<file path="src/design/she_pkg.sv">
// ----------------------------------------------------------------------------
// she_pkg: shared types and helpers for the spring edge Hessian triplets block
// Record types between the units, square root and divider digit steps,
// and the axis-pair ordering of the emitted 3x3 blocks.
// ----------------------------------------------------------------------------
package she_pkg;

	localparam int VTX_W  = 17;
	localparam int IDX_W  = 18;
	localparam int POS_W  = 32;
	localparam int VAL_W  = 32;
	localparam int MAG_W  = 30;
	localparam int ROOT_W = 31;
	localparam int SUM_W  = 62;
	localparam int DVS_W  = 34;

	localparam logic [VTX_W-1:0] POINT_COUNT_RST = VTX_W'(65536);

	// position of the last triplet of an edge
	localparam logic [1:0] LAST_BLK = 2'd3;
	localparam logic [3:0] LAST_POS = 4'd8;

	// edge after length extraction
	typedef struct packed {
		logic [VTX_W-1:0]           vi;
		logic [VTX_W-1:0]           vj;
		logic [POS_W-1:0]           rest;
		logic [2:0][MAG_W-1:0]      mag;
		logic [2:0]                 neg;
		logic [1:0]                 shift;
		logic [ROOT_W-1:0]          norm;
	} root_rec_t;

	// edge with its six distinct Hessian entries: xx, yy, zz, xy, xz, yz
	typedef struct packed {
		logic [VTX_W-1:0]           vi;
		logic [VTX_W-1:0]           vj;
		logic [5:0][VAL_W-1:0]      kval;
		logic                       degen;
	} k_rec_t;

	typedef struct packed {
		logic [33:0] rem;
		logic [31:0] root;
	} sqrt_st_t;

	typedef struct packed {
		logic [34:0] rem;
		logic [31:0] quo;
	} div_st_t;

	// one digit of the bitwise integer square root
	function automatic sqrt_st_t sqrt_step(sqrt_st_t st, logic [1:0] pair);
		logic [35:0] r2;
		logic [35:0] trial;
		sqrt_st_t    nx;
		r2    = {st.rem, pair};
		trial = {2'b00, st.root, 2'b01};
		if (r2 >= trial) begin
			nx.rem  = 34'(r2 - trial);
			nx.root = {st.root[30:0], 1'b1};
		end else begin
			nx.rem  = r2[33:0];
			nx.root = {st.root[30:0], 1'b0};
		end
		return nx;
	endfunction

	// one quotient bit of restoring division, remainder kept below twice the divisor
	function automatic div_st_t div_step(div_st_t st, logic [DVS_W-1:0] dvs);
		logic        ge;
		logic [34:0] r;
		div_st_t     nx;
		ge     = st.rem >= {1'b0, dvs};
		r      = ge ? st.rem - {1'b0, dvs} : st.rem;
		nx.quo = {st.quo[30:0], ge};
		nx.rem = {r[33:0], 1'b0};
		return nx;
	endfunction

	// emitted order within a block: xx yy zz yx zx zy xy xz yz
	function automatic logic [1:0] row_axis(logic [3:0] p);
		logic [1:0] a;
		case (p)
			4'd1, 4'd3, 4'd8: a = 2'd1;
			4'd2, 4'd4, 4'd5: a = 2'd2;
			default:          a = 2'd0;
		endcase
		return a;
	endfunction

	function automatic logic [1:0] col_axis(logic [3:0] p);
		logic [1:0] a;
		case (p)
			4'd1, 4'd5, 4'd6: a = 2'd1;
			4'd2, 4'd7, 4'd8: a = 2'd2;
			default:          a = 2'd0;
		endcase
		return a;
	endfunction

	// stored entry order: xx yy zz xy xz yz
	function automatic logic [1:0] slot_row(logic [2:0] s);
		logic [1:0] a;
		case (s)
			3'd1, 3'd5: a = 2'd1;
			3'd2:       a = 2'd2;
			default:    a = 2'd0;
		endcase
		return a;
	endfunction

	function automatic logic [1:0] slot_col(logic [2:0] s);
		logic [1:0] a;
		case (s)
			3'd1, 3'd3: a = 2'd1;
			3'd2, 3'd4, 3'd5: a = 2'd2;
			default:    a = 2'd0;
		endcase
		return a;
	endfunction

endpackage

</file>
<file path="src/design/she_queue.sv">
// ----------------------------------------------------------------------------
// she_queue: two-entry queue of finished edge records
// Parts the entry calculation from the triplet emitter.
// ----------------------------------------------------------------------------
module she_queue (
	input  logic            clk,
	input  logic            arst_n,
	input  logic            wr_valid,
	output logic            wr_ready,
	input  she_pkg::k_rec_t wr_data,
	output logic            rd_valid,
	input  logic            rd_ready,
	output she_pkg::k_rec_t rd_data
);

	she_pkg::k_rec_t mem_q [2];
	logic            wptr_q, rptr_q;
	logic [1:0]      count_q;
	logic            push, pop;

	assign wr_ready = (count_q != 2'd2);
	assign rd_valid = (count_q != 2'd0);
	assign rd_data  = mem_q[rptr_q];
	assign push     = wr_valid && wr_ready;
	assign pop      = rd_valid && rd_ready;

	always_ff @(posedge clk or negedge arst_n) begin
		if (!arst_n) begin
			wptr_q  <= 1'b0;
			rptr_q  <= 1'b0;
			count_q <= '0;
		end else begin
			if (push)
				wptr_q <= ~wptr_q;
			if (pop)
				rptr_q <= ~rptr_q;
			if (push && !pop)
				count_q <= count_q + 2'd1;
			else if (pop && !push)
				count_q <= count_q - 2'd1;
		end
	end

	always_ff @(posedge clk) begin
		if (push)
			mem_q[wptr_q] <= wr_data;
	end

endmodule

</file>
<file path="config.mk">
export PLATFORM = sky130hd
export DESIGN_NAME = she_queue
export DESIGN_NICKNAME = d
export VERILOG_FILES = /design/src/design/she_pkg.sv /design/src/design/she_queue.sv
export SDC_FILE = /design/constraint.sdc
export NUM_CORES = 1
export LEC_CHECK = 0
export ABC_AREA = 1
export BUFFER_PORTS_ARGS = -buffer_cell sky130_fd_sc_hd__buf_2
export CORE_MARGIN = 1
export CORE_UTILIZATION = 50
export DETAILED_ROUTE_END_ITERATION = 8
export PLACE_DENSITY = 0.88
export SYNTH_ARGS = -nofsm -noshare
export SYNTH_HDL_FRONTEND = slang
export SYNTH_SLANG_ARGS = --single-unit
</file>
<file path="constraint.sdc">
create_clock -name clk -period 17.57 [get_ports clk]
set_input_delay 1.757 -clock clk [delete_from_list [all_inputs] [get_ports clk]]
set_output_delay 1.757 -clock clk [all_outputs]
set_load 0.02 [all_outputs]
</file>
==> results of run 1 <==
-- logic make-up (layout without fill, tap and decap cells) --
group	count (synthesis)	after routing	share of synthesized area [%]
buffers and inverters	57	557	1.955
flip-flops	458	458	82.20
other	0	10	0
XOR/XNOR	2	2	0.1049
AND/OR/NAND/NOR	696	696	15.67
adder cells (fa/ha/maj)	1	1	0.07488
-- worst max-delay path: cells and delay by family, from the launching register on --
family / cells / cell delay [ns]
DFF: 1 / 0.70
and+or+nand+nor: 2 / 0.28
buffers and inverters: 3 / 1.85
-- layer usage --
layer	part of all wire (%)	routed length, um
met5	0.059	23
met4	3.9	1539
met3	10	4018
met2	52	20590
met1	33	13070
-- worst paths after layout --
kind	slack, ns	cells after the start	to	startpoint
setup / recovery	12.27	5	rd_data[122]	rptr_q
hold / removal	0.51	2	count_q[1]	count_q[1]
setup reg to reg	14.06	6	mem_q[0][68]	count_q[0]
hold reg to reg	0.51	2	count_q[1]	count_q[1]
max in group asynchronous	16.34	1	rptr_q	arst_n
min in group asynchronous	1.05	1	wptr_q	arst_n
-- power groups by stage --
stage	clock network [W]	registers, W	logic (W)
floorplan	0	0.00166	0.000871
finish	0.000921	0.00157	0.00132
CTS	0.000934	0.00157	0.00133
global placement	0	0.00158	0.00129
detailed placement	0	0.00159	0.00132
global route	0.000976	0.00159	0.00143
-- per-stage QoR --
step                      power [W]  utilization, %
after CTS                  0.003833           63.54
after detailed placement   0.002910           59.17
after global placement     0.002867           59.17
final                      0.003813           63.62
after global routing       0.003997           63.58
after floorplan            0.002531               -
-- flip-flops by register name, indices dropped and copies added, names as in the netlist --
signal / cells
rptr_q: 1
wptr_q: 1
count_q: 2
mem_q: 454
-- final cells by class --
| cell class | count | area share [%] |
|---|---|---|
| Sequential cell | 458 | 66.03 |
| Tap cell | 442 | 2.658 |
| Inverter | 7 | 0.1504 |
| Antenna cell | 10 | 0.1203 |
| Multi-Input combinational cell | 699 | 12.80 |
| Clock buffer | 61 | 6.099 |
| Clock inverter | 21 | 0.7758 |
| Timing Repair Buffer | 468 | 11.37 |
-- placed cells by master (no fill, tap or decap), drive strengths merged --
cell | synthesis | final
buf | 50 | 468
nand2 | 691 | 691
clkinv | 0 | 17
diode | 0 | 10
nand3 | 2 | 2
xnor2 | 1 | 1
dfrtp | 4 | 4
nor2 | 2 | 2
ha | 1 | 1
bufinv | 0 | 2
nand4 | 1 | 1
clkbuf | 0 | 61
inv | 7 | 8
edfxtp | 454 | 454
xor2 | 1 | 1
clkinvlp | 0 | 1
==> flow_summary.html, run 1 <==
<table>
<tr><th>Metric</th><th>Value</th></tr>
<tr><th colspan="2">Timing</th></tr>
<tr><td>Setup repair after global routing missed its margin</td><td>no</td></tr>
<tr><td>Final setup violation count</td><td>0</td></tr>
<tr><td>WHS</td><td>0.5075 ns</td></tr>
<tr><td>Worst-margin pin slew</td><td>about 1.1 ns</td></tr>
<tr><td>Setup clock skew after layout</td><td>0.01641 ns</td></tr>
<tr><td>Highest clock frequency the design can meet</td><td>188.7 MHz</td></tr>
<tr><td>Normalized max-slew margin</td><td>roughly a quarter</td></tr>
<tr><td>Final hold vios</td><td>0</td></tr>
<tr><td>Post-route minimum period</td><td>between 5 and 6 ns</td></tr>
<tr><td>Total count of max-transition violations in the final report</td><td>0</td></tr>
<tr><td>Final clock period utilization by the worst path</td><td>between 30% and 40%</td></tr>
<tr><td>Post-layout worst setup margin</td><td>approximately 12 ns</td></tr>
<tr><td>Aggregate negative setup slack</td><td>0 ns</td></tr>
<tr><th colspan="2">Clock network</th></tr>
<tr><td>Total clock sinks</td><td>458</td></tr>
<tr><td>Maximum number of buffers from clock root to sink</td><td>3</td></tr>
<tr><td>Clock slew at the register clock pins of the worst setup and hold paths</td><td>0.06 ns</td></tr>
<tr><td>Count of buffers added by post-CTS timing repair for setup</td><td>0</td></tr>
<tr><td>Number of hold buffers added after CTS</td><td>0</td></tr>
<tr><td>Number of H-tree levels</td><td>2</td></tr>
<tr><td>Resized cells post-CTS</td><td>0</td></tr>
<tr><td>CTS root buffer</td><td>clkbuf_16</td></tr>
<tr><td>CTS tree</td><td>yes</td></tr>
<tr><td>Clock latency on the worst-skew pair</td><td>0.54 ns</td></tr>
<tr><td>Inserted Clock Buffers</td><td>45</td></tr>
<tr><th colspan="2">Synth</th></tr>
<tr><td>Share of flip-flops with an asynchronous set or reset after synthesis</td><td>0.8734%</td></tr>
<tr><td>Most instantiated library cell after synthesis</td><td>nand2_1</td></tr>
<tr><td>Yosys Warn Count</td><td>0</td></tr>
<tr><td>Synth Register Bits</td><td>458</td></tr>
<tr><td>Most area-consuming cells after synthesis</td><td>edfxtp_1 82%, nand2_1 16%, buf_2 0.90%</td></tr>
<tr><td>Fraction of synthesized cell area taken by the top area cell type</td><td>81.60%</td></tr>
<tr><td>Synthesized area divided by synthesized cell count</td><td>13.76 um2</td></tr>
<tr><td>Leading post-synthesis cells by instance count</td><td>691 x nand2_1, 454 x edfxtp_1, 30 x buf_2</td></tr>
<tr><td>Synth unique cells</td><td>13</td></tr>
<tr><td>Share of synthesized area occupied by flip-flops and latches</td><td>82.20%</td></tr>
<tr><td>Area of the mapped netlist</td><td>0.01671 mm2</td></tr>
<tr><td>EDFF count, synth</td><td>454</td></tr>
<tr><td>Post-synth net total</td><td>1,446</td></tr>
<tr><td>Top_reg_cell synth</td><td>edfxtp_1</td></tr>
<tr><td>Area leader, netlist</td><td>edfxtp_1</td></tr>
<tr><td>Mapped Cells</td><td>roughly 1,200</td></tr>
<tr><th colspan="2">Floorplanning</th></tr>
<tr><td>Row count</td><td>66</td></tr>
<tr><td>Overall die area</td><td>0.03415 mm2</td></tr>
<tr><td>DIE WIDTH</td><td>between 150 and 200 um</td></tr>
<tr><td>Die Y</td><td>about 180 um</td></tr>
<tr><td>Initial Utilization</td><td>51.09%</td></tr>
<tr><td>Core Footprint</td><td>0.03270 mm2</td></tr>
<tr><td>I/O pin count</td><td>460</td></tr>
<tr><th colspan="2">Setup path</th></tr>
<tr><td>Class of the most critical setup path</td><td>reg2out</td></tr>
<tr><td>Crit path launch type</td><td>flop</td></tr>
<tr><td>Crit path largest cell delay</td><td>0.91 ns</td></tr>
<tr><td>Arrival time at the worst endpoint</td><td>3.54 ns</td></tr>
<tr><td>Most used cell, CP</td><td>nand2_1</td></tr>
<tr><td>Largest driver fanout on the critical path</td><td>between 100 and 150</td></tr>
<tr><td>Required @ worst endpoint</td><td>about 16 ns</td></tr>
<tr><td>Setup crit end kind</td><td>output port</td></tr>
<tr><td>Slowest cell on crit path</td><td>buf_4</td></tr>
<tr><td>Critical path cell sequence</td><td>inv_6 &gt; buf_4 &gt; nand2_1 &gt; nand2_1 &gt; buf_2</td></tr>
<tr><th colspan="2">GRT</th></tr>
<tr><td>Met3 layer usage reported by global route</td><td>7.314%</td></tr>
<tr><td>Global-route wire length before repair</td><td>roughly 57,000 um</td></tr>
<tr><td>Vias in the first global route</td><td>10,760</td></tr>
<tr><td>Antenna violations before repair</td><td>8</td></tr>
<tr><td>Most Crowded Layer GR</td><td>met2</td></tr>
<tr><td>Global route total overflow</td><td>0</td></tr>
<tr><td>Overall fraction of global-route tracks in use</td><td>22.05%</td></tr>
<tr><td>Met1 layer usage reported by global route</td><td>23.13%</td></tr>
<tr><td>Largest net degree at the start of global routing</td><td>about 130</td></tr>
<tr><td>Routing usage on met2</td><td>39.59%</td></tr>
<tr><th colspan="2">Drt</th></tr>
<tr><td>Number of DRC violations after detailed routing</td><td>0</td></tr>
<tr><td>Routed vias/inst</td><td>5.016</td></tr>
<tr><td>Number of nets still failing antenna checks after routing</td><td>0</td></tr>
<tr><td>Total number of vias</td><td>10,870</td></tr>
<tr><td>Overall routed net length</td><td>39,240 um</td></tr>
<tr><td>Detailed Routing Iterations Pass 1</td><td>5</td></tr>
<tr><td>DRC marker count from the first detailed-route iteration</td><td>792</td></tr>
<tr><td>Average wire per standard cell</td><td>18.12 um</td></tr>
<tr><th colspan="2">Power and ir drop</th></tr>
<tr><td>Net Sw Power</td><td>roughly 0.0014 W</td></tr>
<tr><td>Fraction of power consumed by combinational cells</td><td>34.6%</td></tr>
<tr><td>Switching share of power</td><td>37.75%</td></tr>
<tr><td>Power per cell area</td><td>183.3 mW/mm2</td></tr>
<tr><td>Peak supply drop</td><td>roughly 0.00014 V</td></tr>
<tr><td>Internal Pwr Total</td><td>0.002374 W</td></tr>
<tr><td>Portion of total power attributed to sequential cells</td><td>around two fifths</td></tr>
<tr><td>Clk network pwr share</td><td>24.2%</td></tr>
<tr><td>Leakage dissipation</td><td>8.948 nW</td></tr>
<tr><th colspan="2">Placement</th></tr>
<tr><td>Final HPWL DP</td><td>between 20,000 and 30,000 um</td></tr>
<tr><td>Post-place instance area</td><td>0.01935 mm2</td></tr>
<tr><td>Gp weighted congestion</td><td>0.8057</td></tr>
<tr><td>Number of placed cells counting well taps</td><td>2,074</td></tr>
<tr><td>Total of buffers placed on input and output ports</td><td>459</td></tr>
<tr><td>Placement Setup Slack</td><td>12.85 ns</td></tr>
<tr><th colspan="2">Layout</th></tr>
<tr><td>Register area</td><td>0.01374 mm2</td></tr>
<tr><td>Final-stage net count</td><td>1,911</td></tr>
<tr><td>Area occupied by multi-input gates</td><td>about 0.0027 mm2</td></tr>
<tr><td>Area added between synthesis and finish</td><td>24.52%</td></tr>
<tr><td>Layout cells sized above 1</td><td>between 30 and 40%</td></tr>
<tr><td>Final-layout fill cell count</td><td>2,273</td></tr>
<tr><td>Final standard cell count with taps included and fillers excluded</td><td>about 2,200</td></tr>
<tr><td>Summed area of non-filler cells in the final layout</td><td>0.02080 mm2</td></tr>
<tr><th colspan="2">Min path</th></tr>
<tr><td>Path type of the worst min-delay path</td><td>reg2reg</td></tr>
<tr><th colspan="2">Outcome</th></tr>
<tr><td>Result of the run</td><td>complete, no violations</td></tr>
<tr><th colspan="2">Flow run</th></tr>
<tr><td>Maximum capacitance violations</td><td>0</td></tr>
</table>
Note: power is estimated with default switching activity, not from simulation.
==> inputs of run 2 (changes only) <==
- clock period: 17.57 -> 5.4 ns (I/O delays scaled with it)
==> flow_summary.html, run 2 (same netlist as run 1, synthesis figures left out) <==
<table>
<tr><th>Metric</th><th>Value</th></tr>
<tr><th colspan="2">Outcome</th></tr>
<tr><td>Result of the run</td><td>complete, no violations</td></tr>
<tr><th colspan="2">Timing</th></tr>
<tr><td>Highest clock frequency the design can meet</td><td>between 200 and 300 MHz</td></tr>
<tr><td>Total count of max-transition violations in the final report</td><td>0 (unchanged)</td></tr>
<tr><td>Worst-margin pin slew</td><td>1.059 ns (-0.05249 ns)</td></tr>
<tr><td>Setup clock skew after layout</td><td>0.01109 ns (-0.005317 ns)</td></tr>
<tr><td>Setup repair after global routing missed its margin</td><td>no</td></tr>
<tr><td>Post-route minimum period</td><td>3.683 ns</td></tr>
<tr><td>Final clock period utilization by the worst path</td><td>68.20%</td></tr>
<tr><td>Normalized max-slew margin</td><td>29.43% (+3.5 points)</td></tr>
<tr><td>WHS</td><td>0.1928 ns (-0.3147 ns)</td></tr>
<tr><td>Final setup violation count</td><td>0 (unchanged)</td></tr>
<tr><td>Final hold vios</td><td>0 (unchanged)</td></tr>
<tr><th colspan="2">Placement</th></tr>
<tr><td>Gp weighted congestion</td><td>0.8191 (+1.7%)</td></tr>
<tr><td>Total of buffers placed on input and output ports</td><td>459 (unchanged)</td></tr>
<tr><td>Number of placed cells counting well taps</td><td>2,073 (-0.048%)</td></tr>
<tr><td>Final HPWL DP</td><td>24,740 um (-3.3%)</td></tr>
<tr><th colspan="2">GRT</th></tr>
<tr><td>Vias in the first global route</td><td>10,780 (+0.19%)</td></tr>
<tr><td>Global route total overflow</td><td>0 (unchanged)</td></tr>
<tr><td>Overall fraction of global-route tracks in use</td><td>21.63% (-0.41 points)</td></tr>
<tr><td>Routing usage on met2</td><td>39.07% (-0.53 points)</td></tr>
<tr><td>Largest net degree at the start of global routing</td><td>132 (unchanged)</td></tr>
<tr><td>Antenna violations before repair</td><td>10 (+2)</td></tr>
<tr><td>Most Crowded Layer GR</td><td>met2</td></tr>
<tr><td>Met3 layer usage reported by global route</td><td>6.705% (-0.61 points)</td></tr>
<tr><td>Global-route wire length before repair</td><td>55,860 um (-1.5%)</td></tr>
<tr><td>Met1 layer usage reported by global route</td><td>23.16% (+0.035 points)</td></tr>
<tr><th colspan="2">Clock network</th></tr>
<tr><td>CTS root buffer</td><td>clkbuf_16</td></tr>
<tr><td>Inserted Clock Buffers</td><td>44 (-2.2%)</td></tr>
<tr><td>Total clock sinks</td><td>458 (unchanged)</td></tr>
<tr><td>Clock slew at the register clock pins of the worst setup and hold paths</td><td>0.06 ns (about the same)</td></tr>
<tr><td>CTS tree</td><td>yes</td></tr>
<tr><td>Maximum number of buffers from clock root to sink</td><td>3 (unchanged)</td></tr>
<tr><td>Number of H-tree levels</td><td>2 (unchanged)</td></tr>
<tr><td>Clock latency on the worst-skew pair</td><td>0.53 ns (about the same)</td></tr>
<tr><th colspan="2">Layout</th></tr>
<tr><td>Final core utilization</td><td>63.72% (+0.10 points)</td></tr>
<tr><td>Final standard cell count with taps included and fillers excluded</td><td>2,156 (-0.46%)</td></tr>
<tr><td>Final-stage net count</td><td>1,910 (-0.052%)</td></tr>
<tr><td>Commonest non-fill, non-tap cell in the layout</td><td>nand2_1</td></tr>
<tr><td>Max FFs per register</td><td>454 (unchanged)</td></tr>
<tr><td>Final-layout fill cell count</td><td>2,271 (-0.088%)</td></tr>
<tr><td>Layout cells sized above 1</td><td>30.97% (-0.25 points)</td></tr>
<tr><td>Largest registers in the final layout</td><td>mem_q (454), count_q (2)</td></tr>
<tr><td>Area added between synthesis and finish</td><td>24.71%</td></tr>
<tr><td>Most frequent cells in the layout</td><td>691 x nand2_1, 459 x buf_2, 454 x edfxtp_1</td></tr>
<tr><td>Register name with the most flops</td><td>mem_q</td></tr>
<tr><th colspan="2">Power and ir drop</th></tr>
<tr><td>Tot Pwr</td><td>0.01245 W (+230%)</td></tr>
<tr><td>Fraction of power consumed by combinational cells</td><td>34.4% (-0.2 points)</td></tr>
<tr><td>Clk network pwr share</td><td>24.2% (about the same)</td></tr>
<tr><td>Portion of total power attributed to sequential cells</td><td>41.4% (about the same)</td></tr>
<tr><td>Net Sw Power</td><td>0.004645 W (+220%)</td></tr>
<tr><td>Peak supply drop</td><td>0.0004539 V (+230%)</td></tr>
<tr><td>Power per cell area</td><td>597.5 mW/mm2 (+230%)</td></tr>
<tr><td>Internal Pwr Total</td><td>0.007804 W (+230%)</td></tr>
<tr><td>Leakage dissipation</td><td>8.951 nW (about the same)</td></tr>
<tr><td>Switching share of power</td><td>37.31% (-0.44 points)</td></tr>
<tr><th colspan="2">Floorplanning</th></tr>
<tr><td>Die Y</td><td>184.8 um (unchanged)</td></tr>
<tr><td>I/O pin count</td><td>460 (unchanged)</td></tr>
<tr><td>Row count</td><td>66 (unchanged)</td></tr>
<tr><td>Core Footprint</td><td>0.03270 mm2 (unchanged)</td></tr>
<tr><td>Initial Utilization</td><td>51.09% (unchanged)</td></tr>
<tr><td>DIE WIDTH</td><td>184.8 um (unchanged)</td></tr>
<tr><td>Overall die area</td><td>0.03415 mm2 (unchanged)</td></tr>
<tr><th colspan="2">Setup path</th></tr>
<tr><td>Largest driver fanout on the critical path</td><td>130 (-0.76%)</td></tr>
<tr><td>Slowest cell on crit path</td><td>inv_6</td></tr>
<tr><td>Crit path launch type</td><td>flop</td></tr>
<tr><td>Critical path cell sequence</td><td>inv_6 &gt; buf_12 &gt; nand2_1 &gt; nand2_1 &gt; buf_2</td></tr>
<tr><td>Setup crit end kind</td><td>output port</td></tr>
<tr><td>Largest delay share family, worst path</td><td>buffers and inverters</td></tr>
<tr><td>Arrival time at the worst endpoint</td><td>3.14 ns (-0.40 ns)</td></tr>
<tr><td>Sum of buffers and inverters on the critical path</td><td>3 (unchanged)</td></tr>
<tr><td>Class of the most critical setup path</td><td>reg2out</td></tr>
<tr><td>Required @ worst endpoint</td><td>4.86 ns (-10.95 ns)</td></tr>
<tr><td>Most used cell, CP</td><td>nand2_1</td></tr>
<tr><td>Crit path largest cell delay</td><td>0.80 ns (-0.11 ns)</td></tr>
<tr><th colspan="2">Drt</th></tr>
<tr><td>Routed vias/inst</td><td>5.035 (+0.37%)</td></tr>
<tr><td>Total number of vias</td><td>10,860 (-0.092%)</td></tr>
<tr><td>Number of nets still failing antenna checks after routing</td><td>0 (unchanged)</td></tr>
<tr><td>Overall routed net length</td><td>38,680 um (-1.4%)</td></tr>
<tr><td>Detailed Routing Iterations Pass 1</td><td>5 (unchanged)</td></tr>
<tr><td>DRC marker count from the first detailed-route iteration</td><td>653 (-18%)</td></tr>
<tr><td>Average wire per standard cell</td><td>17.94 um (-0.96%)</td></tr>
<tr><td>Number of DRC violations after detailed routing</td><td>0 (unchanged)</td></tr>
<tr><th colspan="2">Min path</th></tr>
<tr><td>Path type of the worst min-delay path</td><td>in2reg</td></tr>
<tr><th colspan="2">Flow run</th></tr>
<tr><td>Maximum capacitance violations</td><td>0 (unchanged)</td></tr>
</table>
[run 2: changes by cell type in the layout (fill, tap and decap cells not counted), moves of 2 or more]
cell	delta
clkinv_4	-3
clkbuf_16	-2
buf_4	-6
buf_12	+5
bufinv_16	+4
clkinv_1	-3
clkbuf_8	-4
[run 2: through the flow]
step | TNS (ns) | area, um2 | worst slack (ns)
3_3_place_gp | 0 | 19400 | 2.299
6_report | 0 | 20840 | 1.717
4_1_cts | 0 | 20810 | 1.713
2_1_floorplan | -799.13 | 16710 | -1.760
5_1_grt | 0 | 20830 | 1.518
3_5_place_dp | 0 | 19400 | 2.296
[run 2: layout make-up]
cell class | instances | area, um2 | share of cell area, %
Antenna cell | 9 | 22.52 | 0.1081
Clock inverter | 18 | 236.5 | 1.135
Timing Repair Buffer | 468 | 2430 | 11.66
Tap cell | 442 | 553.0 | 2.654
Multi-Input combinational cell | 699 | 2663 | 12.78
Clock buffer | 55 | 1164 | 5.585
Sequential cell | 458 | 13740 | 65.93
Inverter | 7 | 31.28 | 0.1501
[run 2: repair_timing]
item,CTS,global route
hold buffers,1,0
resized for setup,0,0
endpoints found under the hold margin,4,0
setup buffers,0,0
[run 2: path summary, 6_finish.rpt]
check,start,to,slack [ns],depth (start not counted)
setup / recovery,rptr_q,rd_data[25],1.72,5
hold / removal,wr_data[22],mem_q[0][22],0.19,1
setup reg to reg,count_q[0],mem_q[0][12],2.80,5
hold reg to reg,count_q[0],count_q[0],0.50,1
max in group asynchronous,arst_n,rptr_q,4.88,2
min in group asynchronous,arst_n,count_q[1],0.36,2
[run 2: power by group through the flow]
| stage | Combinational, W | Sequential, W | Clock [W] |
|---|---|---|---|
| floorplan | 0.00284 | 0.00525 | 0 |
| global placement | 0.00418 | 0.00517 | 0 |
| detailed placement | 0.00427 | 0.00521 | 0 |
| CTS | 0.00432 | 0.00515 | 0.00306 |
| global route | 0.00464 | 0.00522 | 0.00318 |
| finish | 0.00429 | 0.00515 | 0.00301 |
[run 2: per-layer routing]
metal	part of all wire, %	up-vias
met5	0.057	-
met4	3.7	4
met3	10	99
met2	52	549
met1	34	5167
li1	-	5036
==> inputs of run 3 (changes only) <==
- ABC_AREA: 1 -> 0
- clock period: 5.4 -> 3.4 ns (I/O delays scaled with it)
==> flow_summary.html, run 3 <==
<table>
<tr><th>Metric</th><th>Value</th></tr>
<tr><th colspan="2">Placement</th></tr>
<tr><td>Total of buffers placed on input and output ports</td><td>459 (unchanged)</td></tr>
<tr><td>Final HPWL DP</td><td>23,430 um (-5.3%)</td></tr>
<tr><td>Gp weighted congestion</td><td>0.7702 (-6.0%)</td></tr>
<tr><td>Post-place instance area</td><td>0.01947 mm2 (+0.33%)</td></tr>
<tr><th colspan="2">Min path</th></tr>
<tr><td>Endpoint, Worst Hold</td><td>mem_q[0][144]</td></tr>
<tr><td>Path type of the worst min-delay path</td><td>in2reg</td></tr>
<tr><td>Startpoint of the most critical hold path</td><td>wr_data[144]</td></tr>
<tr><td>Number of cells traversed by the worst hold path</td><td>1 (unchanged)</td></tr>
<tr><th colspan="2">Synth</th></tr>
<tr><td>Area of the mapped netlist</td><td>0.01666 mm2 (-0.28%)</td></tr>
<tr><td>Share of synthesized area occupied by flip-flops and latches</td><td>82.43% (+0.23 points)</td></tr>
<tr><td>Post-synth net total</td><td>956 (-34%)</td></tr>
<tr><td>Mapped Cells</td><td>724 (-40%)</td></tr>
<tr><td>Most instantiated library cell after synthesis</td><td>edfxtp_1</td></tr>
<tr><td>Area leader, netlist</td><td>edfxtp_1</td></tr>
<tr><td>Leading post-synthesis cells by instance count</td><td>454 x edfxtp_1, 227 x mux2_2, 24 x buf_6</td></tr>
<tr><td>Most area-consuming cells after synthesis</td><td>edfxtp_1 82%, mux2_2 15%, buf_6 1.6%</td></tr>
<tr><td>Top_reg_cell synth</td><td>edfxtp_1</td></tr>
<tr><td>EDFF count, synth</td><td>454 (unchanged)</td></tr>
<tr><td>Share of flip-flops with an asynchronous set or reset after synthesis</td><td>0.8734% (unchanged)</td></tr>
<tr><td>Synth Register Bits</td><td>458 (unchanged)</td></tr>
<tr><td>Yosys Warn Count</td><td>0 (unchanged)</td></tr>
<tr><td>Synthesized area divided by synthesized cell count</td><td>23.01 um2 (+67%)</td></tr>
<tr><td>Synth unique cells</td><td>14 (+1)</td></tr>
<tr><td>Fraction of synthesized cell area taken by the top area cell type</td><td>81.83% (+0.23 points)</td></tr>
<tr><th colspan="2">Setup path</th></tr>
<tr><td>Critical path cell sequence</td><td>buf_4 &gt; mux2_2 &gt; buf_2</td></tr>
<tr><td>Crit path largest cell delay</td><td>0.83 ns (+0.03 ns)</td></tr>
<tr><td>Flop-to-flop setup slack</td><td>1.38 ns (-1.42 ns)</td></tr>
<tr><td>Reg2reg start</td><td>count_q[0]</td></tr>
<tr><td>Largest delay share family, worst path</td><td>flip-flops</td></tr>
<tr><td>Required @ worst endpoint</td><td>3.06 ns (-1.80 ns)</td></tr>
<tr><td>Slowest cell on crit path</td><td>dfrtp_4</td></tr>
<tr><td>Class of the most critical setup path</td><td>reg2out</td></tr>
<tr><td>Largest driver fanout on the critical path</td><td>40 (-69%)</td></tr>
<tr><td>Setup crit end kind</td><td>output port</td></tr>
<tr><td>Sum of buffers and inverters on the critical path</td><td>2 (-1)</td></tr>
<tr><td>RR Endpoint</td><td>mem_q[1][148]</td></tr>
<tr><td>Crit path launch type</td><td>flop</td></tr>
<tr><td>Register-to-Register Path Depth</td><td>3 (-2)</td></tr>
<tr><td>Arrival time at the worst endpoint</td><td>2.41 ns (-0.73 ns)</td></tr>
<tr><th colspan="2">Clock network</th></tr>
<tr><td>CTS tree</td><td>yes</td></tr>
<tr><td>Resized cells post-CTS</td><td>0 (unchanged)</td></tr>
<tr><td>Count of buffers added by post-CTS timing repair for setup</td><td>0 (unchanged)</td></tr>
<tr><td>Inserted Clock Buffers</td><td>45 (+2.3%)</td></tr>
<tr><td>Clock latency on the worst-skew pair</td><td>0.55 ns (+0.02 ns)</td></tr>
<tr><td>CTS root buffer</td><td>clkbuf_16</td></tr>
<tr><td>Maximum number of buffers from clock root to sink</td><td>3 (unchanged)</td></tr>
<tr><td>Number of H-tree levels</td><td>2 (unchanged)</td></tr>
<tr><td>Number of hold buffers added after CTS</td><td>224 (+223)</td></tr>
<tr><td>Total clock sinks</td><td>458 (unchanged)</td></tr>
<tr><td>Clock slew at the register clock pins of the worst setup and hold paths</td><td>0.06 ns (about the same)</td></tr>
<tr><th colspan="2">Drt</th></tr>
<tr><td>DRC marker count from the first detailed-route iteration</td><td>584 (-11%)</td></tr>
<tr><td>Met2 wire len</td><td>22,950 um (+15%)</td></tr>
<tr><td>Met3 wirelength from detailed routing</td><td>3963 um (-0.10%)</td></tr>
<tr><td>Total number of vias</td><td>9,991 (-8.0%)</td></tr>
<tr><td>Number of DRC violations after detailed routing</td><td>0 (unchanged)</td></tr>
<tr><td>Overall routed net length</td><td>44,180 um (+14%)</td></tr>
<tr><td>Detailed Routing Iterations Pass 1</td><td>5 (unchanged)</td></tr>
<tr><td>Average wire per standard cell</td><td>23.02 um (+28%)</td></tr>
<tr><td>Wire length the detailed router placed on met1</td><td>15,400 um (+16%)</td></tr>
<tr><td>Routed vias/inst</td><td>5.206 (+3.4%)</td></tr>
<tr><td>Number of nets still failing antenna checks after routing</td><td>0 (unchanged)</td></tr>
<tr><td>Top layer used by detailed routing</td><td>met5</td></tr>
<tr><th colspan="2">Layout</th></tr>
<tr><td>Register name with the most flops</td><td>mem_q</td></tr>
<tr><td>Commonest non-fill, non-tap cell in the layout</td><td>buf_2</td></tr>
<tr><td>Max FFs per register</td><td>454 (unchanged)</td></tr>
<tr><td>Largest registers in the final layout</td><td>mem_q (454), count_q (2)</td></tr>
<tr><td>Layout cells sized above 1</td><td>51.93% (+21 points)</td></tr>
<tr><td>Final core utilization</td><td>70.74% (+7.0 points)</td></tr>
<tr><td>Summed area of non-filler cells in the final layout</td><td>0.02313 mm2 (+11%)</td></tr>
<tr><td>Final-stage net count</td><td>1,674 (-12%)</td></tr>
<tr><td>Area added between synthesis and finish</td><td>38.84%</td></tr>
<tr><td>Most frequent cells in the layout</td><td>459 x buf_2, 454 x edfxtp_1, 227 x mux2_2</td></tr>
<tr><th colspan="2">GRT</th></tr>
<tr><td>Antenna violations before repair</td><td>5 (-5)</td></tr>
<tr><td>Overall fraction of global-route tracks in use</td><td>25.17% (+3.5 points)</td></tr>
<tr><td>Vias in the first global route</td><td>10,670 (-1.1%)</td></tr>
<tr><td>Global route total overflow</td><td>0 (unchanged)</td></tr>
<tr><td>Global-route wire length before repair</td><td>62,390 um (+12%)</td></tr>
<tr><td>Largest net degree at the start of global routing</td><td>127 (-3.8%)</td></tr>
<tr><th colspan="2">Power and ir drop</th></tr>
<tr><td>Peak supply drop</td><td>0.0006172 V (+36%)</td></tr>
<tr><td>Net Sw Power</td><td>0.006614 W (+42%)</td></tr>
<tr><td>Fraction of power consumed by combinational cells</td><td>33.6% (-0.8 points)</td></tr>
<tr><td>Clk network pwr share</td><td>24.7% (+0.5 points)</td></tr>
<tr><td>Power per cell area</td><td>849.8 mW/mm2 (+42%)</td></tr>
<tr><td>Switching share of power</td><td>33.65% (-3.7 points)</td></tr>
<tr><td>Portion of total power attributed to sequential cells</td><td>41.7% (+0.3 points)</td></tr>
<tr><td>Internal Pwr Total</td><td>0.01304 W (+67%)</td></tr>
<tr><td>Leakage dissipation</td><td>8.736 nW (-2.4%)</td></tr>
<tr><th colspan="2">Timing</th></tr>
<tr><td>Setup clock skew after layout</td><td>0.01457 ns (+0.003481 ns)</td></tr>
<tr><td>Normalized max-slew margin</td><td>44.52% (+15 points)</td></tr>
<tr><td>Final hold vios</td><td>0 (unchanged)</td></tr>
<tr><td>Final setup violation count</td><td>0 (unchanged)</td></tr>
<tr><td>Post-route minimum period</td><td>2.755 ns</td></tr>
<tr><td>Worst-margin pin slew</td><td>0.8323 ns (-0.2263 ns)</td></tr>
<tr><td>Setup repair after global routing missed its margin</td><td>no</td></tr>
<tr><td>Final clock period utilization by the worst path</td><td>81.03%</td></tr>
<tr><td>Highest clock frequency the design can meet</td><td>363.0 MHz</td></tr>
<tr><td>Total count of max-transition violations in the final report</td><td>0 (unchanged)</td></tr>
<tr><th colspan="2">Floorplanning</th></tr>
<tr><td>Overall die area</td><td>0.03406 mm2 (-0.27%)</td></tr>
<tr><td>I/O pin count</td><td>460 (unchanged)</td></tr>
<tr><td>Row count</td><td>66 (unchanged)</td></tr>
<tr><td>DIE WIDTH</td><td>184.5 um (-0.14%)</td></tr>
<tr><td>Initial Utilization</td><td>50.95% (-0.14 points)</td></tr>
<tr><td>Die Y</td><td>184.5 um (-0.14%)</td></tr>
<tr><td>Core Footprint</td><td>0.03270 mm2 (unchanged)</td></tr>
<tr><th colspan="2">Outcome</th></tr>
<tr><td>Result of the run</td><td>complete, no violations</td></tr>
<tr><th colspan="2">Flow run</th></tr>
<tr><td>Maximum capacitance violations</td><td>0 (unchanged)</td></tr>
</table>
run 3: cell types whose count changed in the layout (fill, tap and decap cells not counted), sizes merged, moves of 2 or more:
| cell | change |
|---|---|
| buf | +4 |
| inv | -4 |
| mux2 | +227 |
| dlygate4sd3 | +224 |
| diode | -5 |
| bufinv | -3 |
| xnor2 | +2 |
| nand2 | -689 |
| clkinv | +6 |
| nand3 | -2 |
run 3: worst max path at each step:
stage	startpoint	to	slack, ns	cells past startpoint
after floorplan	count_q[0]	mem_q[0][0]	-1.02	3
after global placement	rptr_q	rd_data[87]	1.23	3
after detailed placement	rptr_q	rd_data[155]	1.22	3
after CTS	rptr_q	rd_data[135]	0.59	3
after global routing	rptr_q	rd_data[135]	0.54	3
final	rptr_q	rd_data[151]	0.65	3
run 3: layout make-up:
class                   instances  area [um2]
multi-input cells             240        2674
well taps                     442       553.0
repair buffers                696        4752
inverters                       1       3.754
fillers                      1887        9569
clock inverters                24       200.2
flip-flops and latches        458       13740
clock buffers                  54        1202
diodes                          4       10.01
run 3: cell families (layout without fill, tap and decap cells):
| family | count (synthesis) | after routing | synth area share (%) |
|---|---|---|---|
| xor+xnor | 5 | 5 | 0.2629 |
| simple gates | 7 | 7 | 0.2029 |
| other cells | 0 | 4 | 0 |
| flops | 458 | 458 | 82.43 |
| fa+ha+maj | 1 | 1 | 0.07509 |
| buf+inv | 26 | 775 | 1.690 |
| mux | 227 | 227 | 15.34 |
run 3: power by group through the flow:
stage,clock network (W),registers (W),logic (W)
floorplan,0,0.00816,0.00447
global placement,0,0.00814,0.00612
detailed placement,0,0.00823,0.00622
CTS,0.00484,0.00814,0.00650
global route,0.00514,0.00829,0.00690
finish,0.00486,0.00820,0.00660
run 3: metrics by stage:
step | hold slack (ns) | total power (W) | TNS (ns) | std cells | setup WS, ns
2_1_floorplan | 0.04441 | 0.01263 | -328.40 | 724 | -1.023
3_3_place_gp | 0.1596 | 0.01426 | 0 | 1612 | 1.231
3_5_place_dp | 0.1645 | 0.01445 | 0 | 1612 | 1.219
4_1_cts | 0.0006505 | 0.01947 | 0 | 1914 | 0.5919
5_1_grt | 0.003237 | 0.02033 | 0 | 1919 | 0.5352
6_report | 0.02949 | 0.01966 | 0 | 1919 | 0.6450
run 3: metal layers:
| metal | GRT usage (%) | up-vias |
|---|---|---|
| met5 | 0 | - |
| met4 | 12.83 | 2 |
| met3 | 6.461 | 118 |
| met2 | 44.36 | 590 |
| met1 | 28.11 | 4950 |
| li1 | - | 4331 |
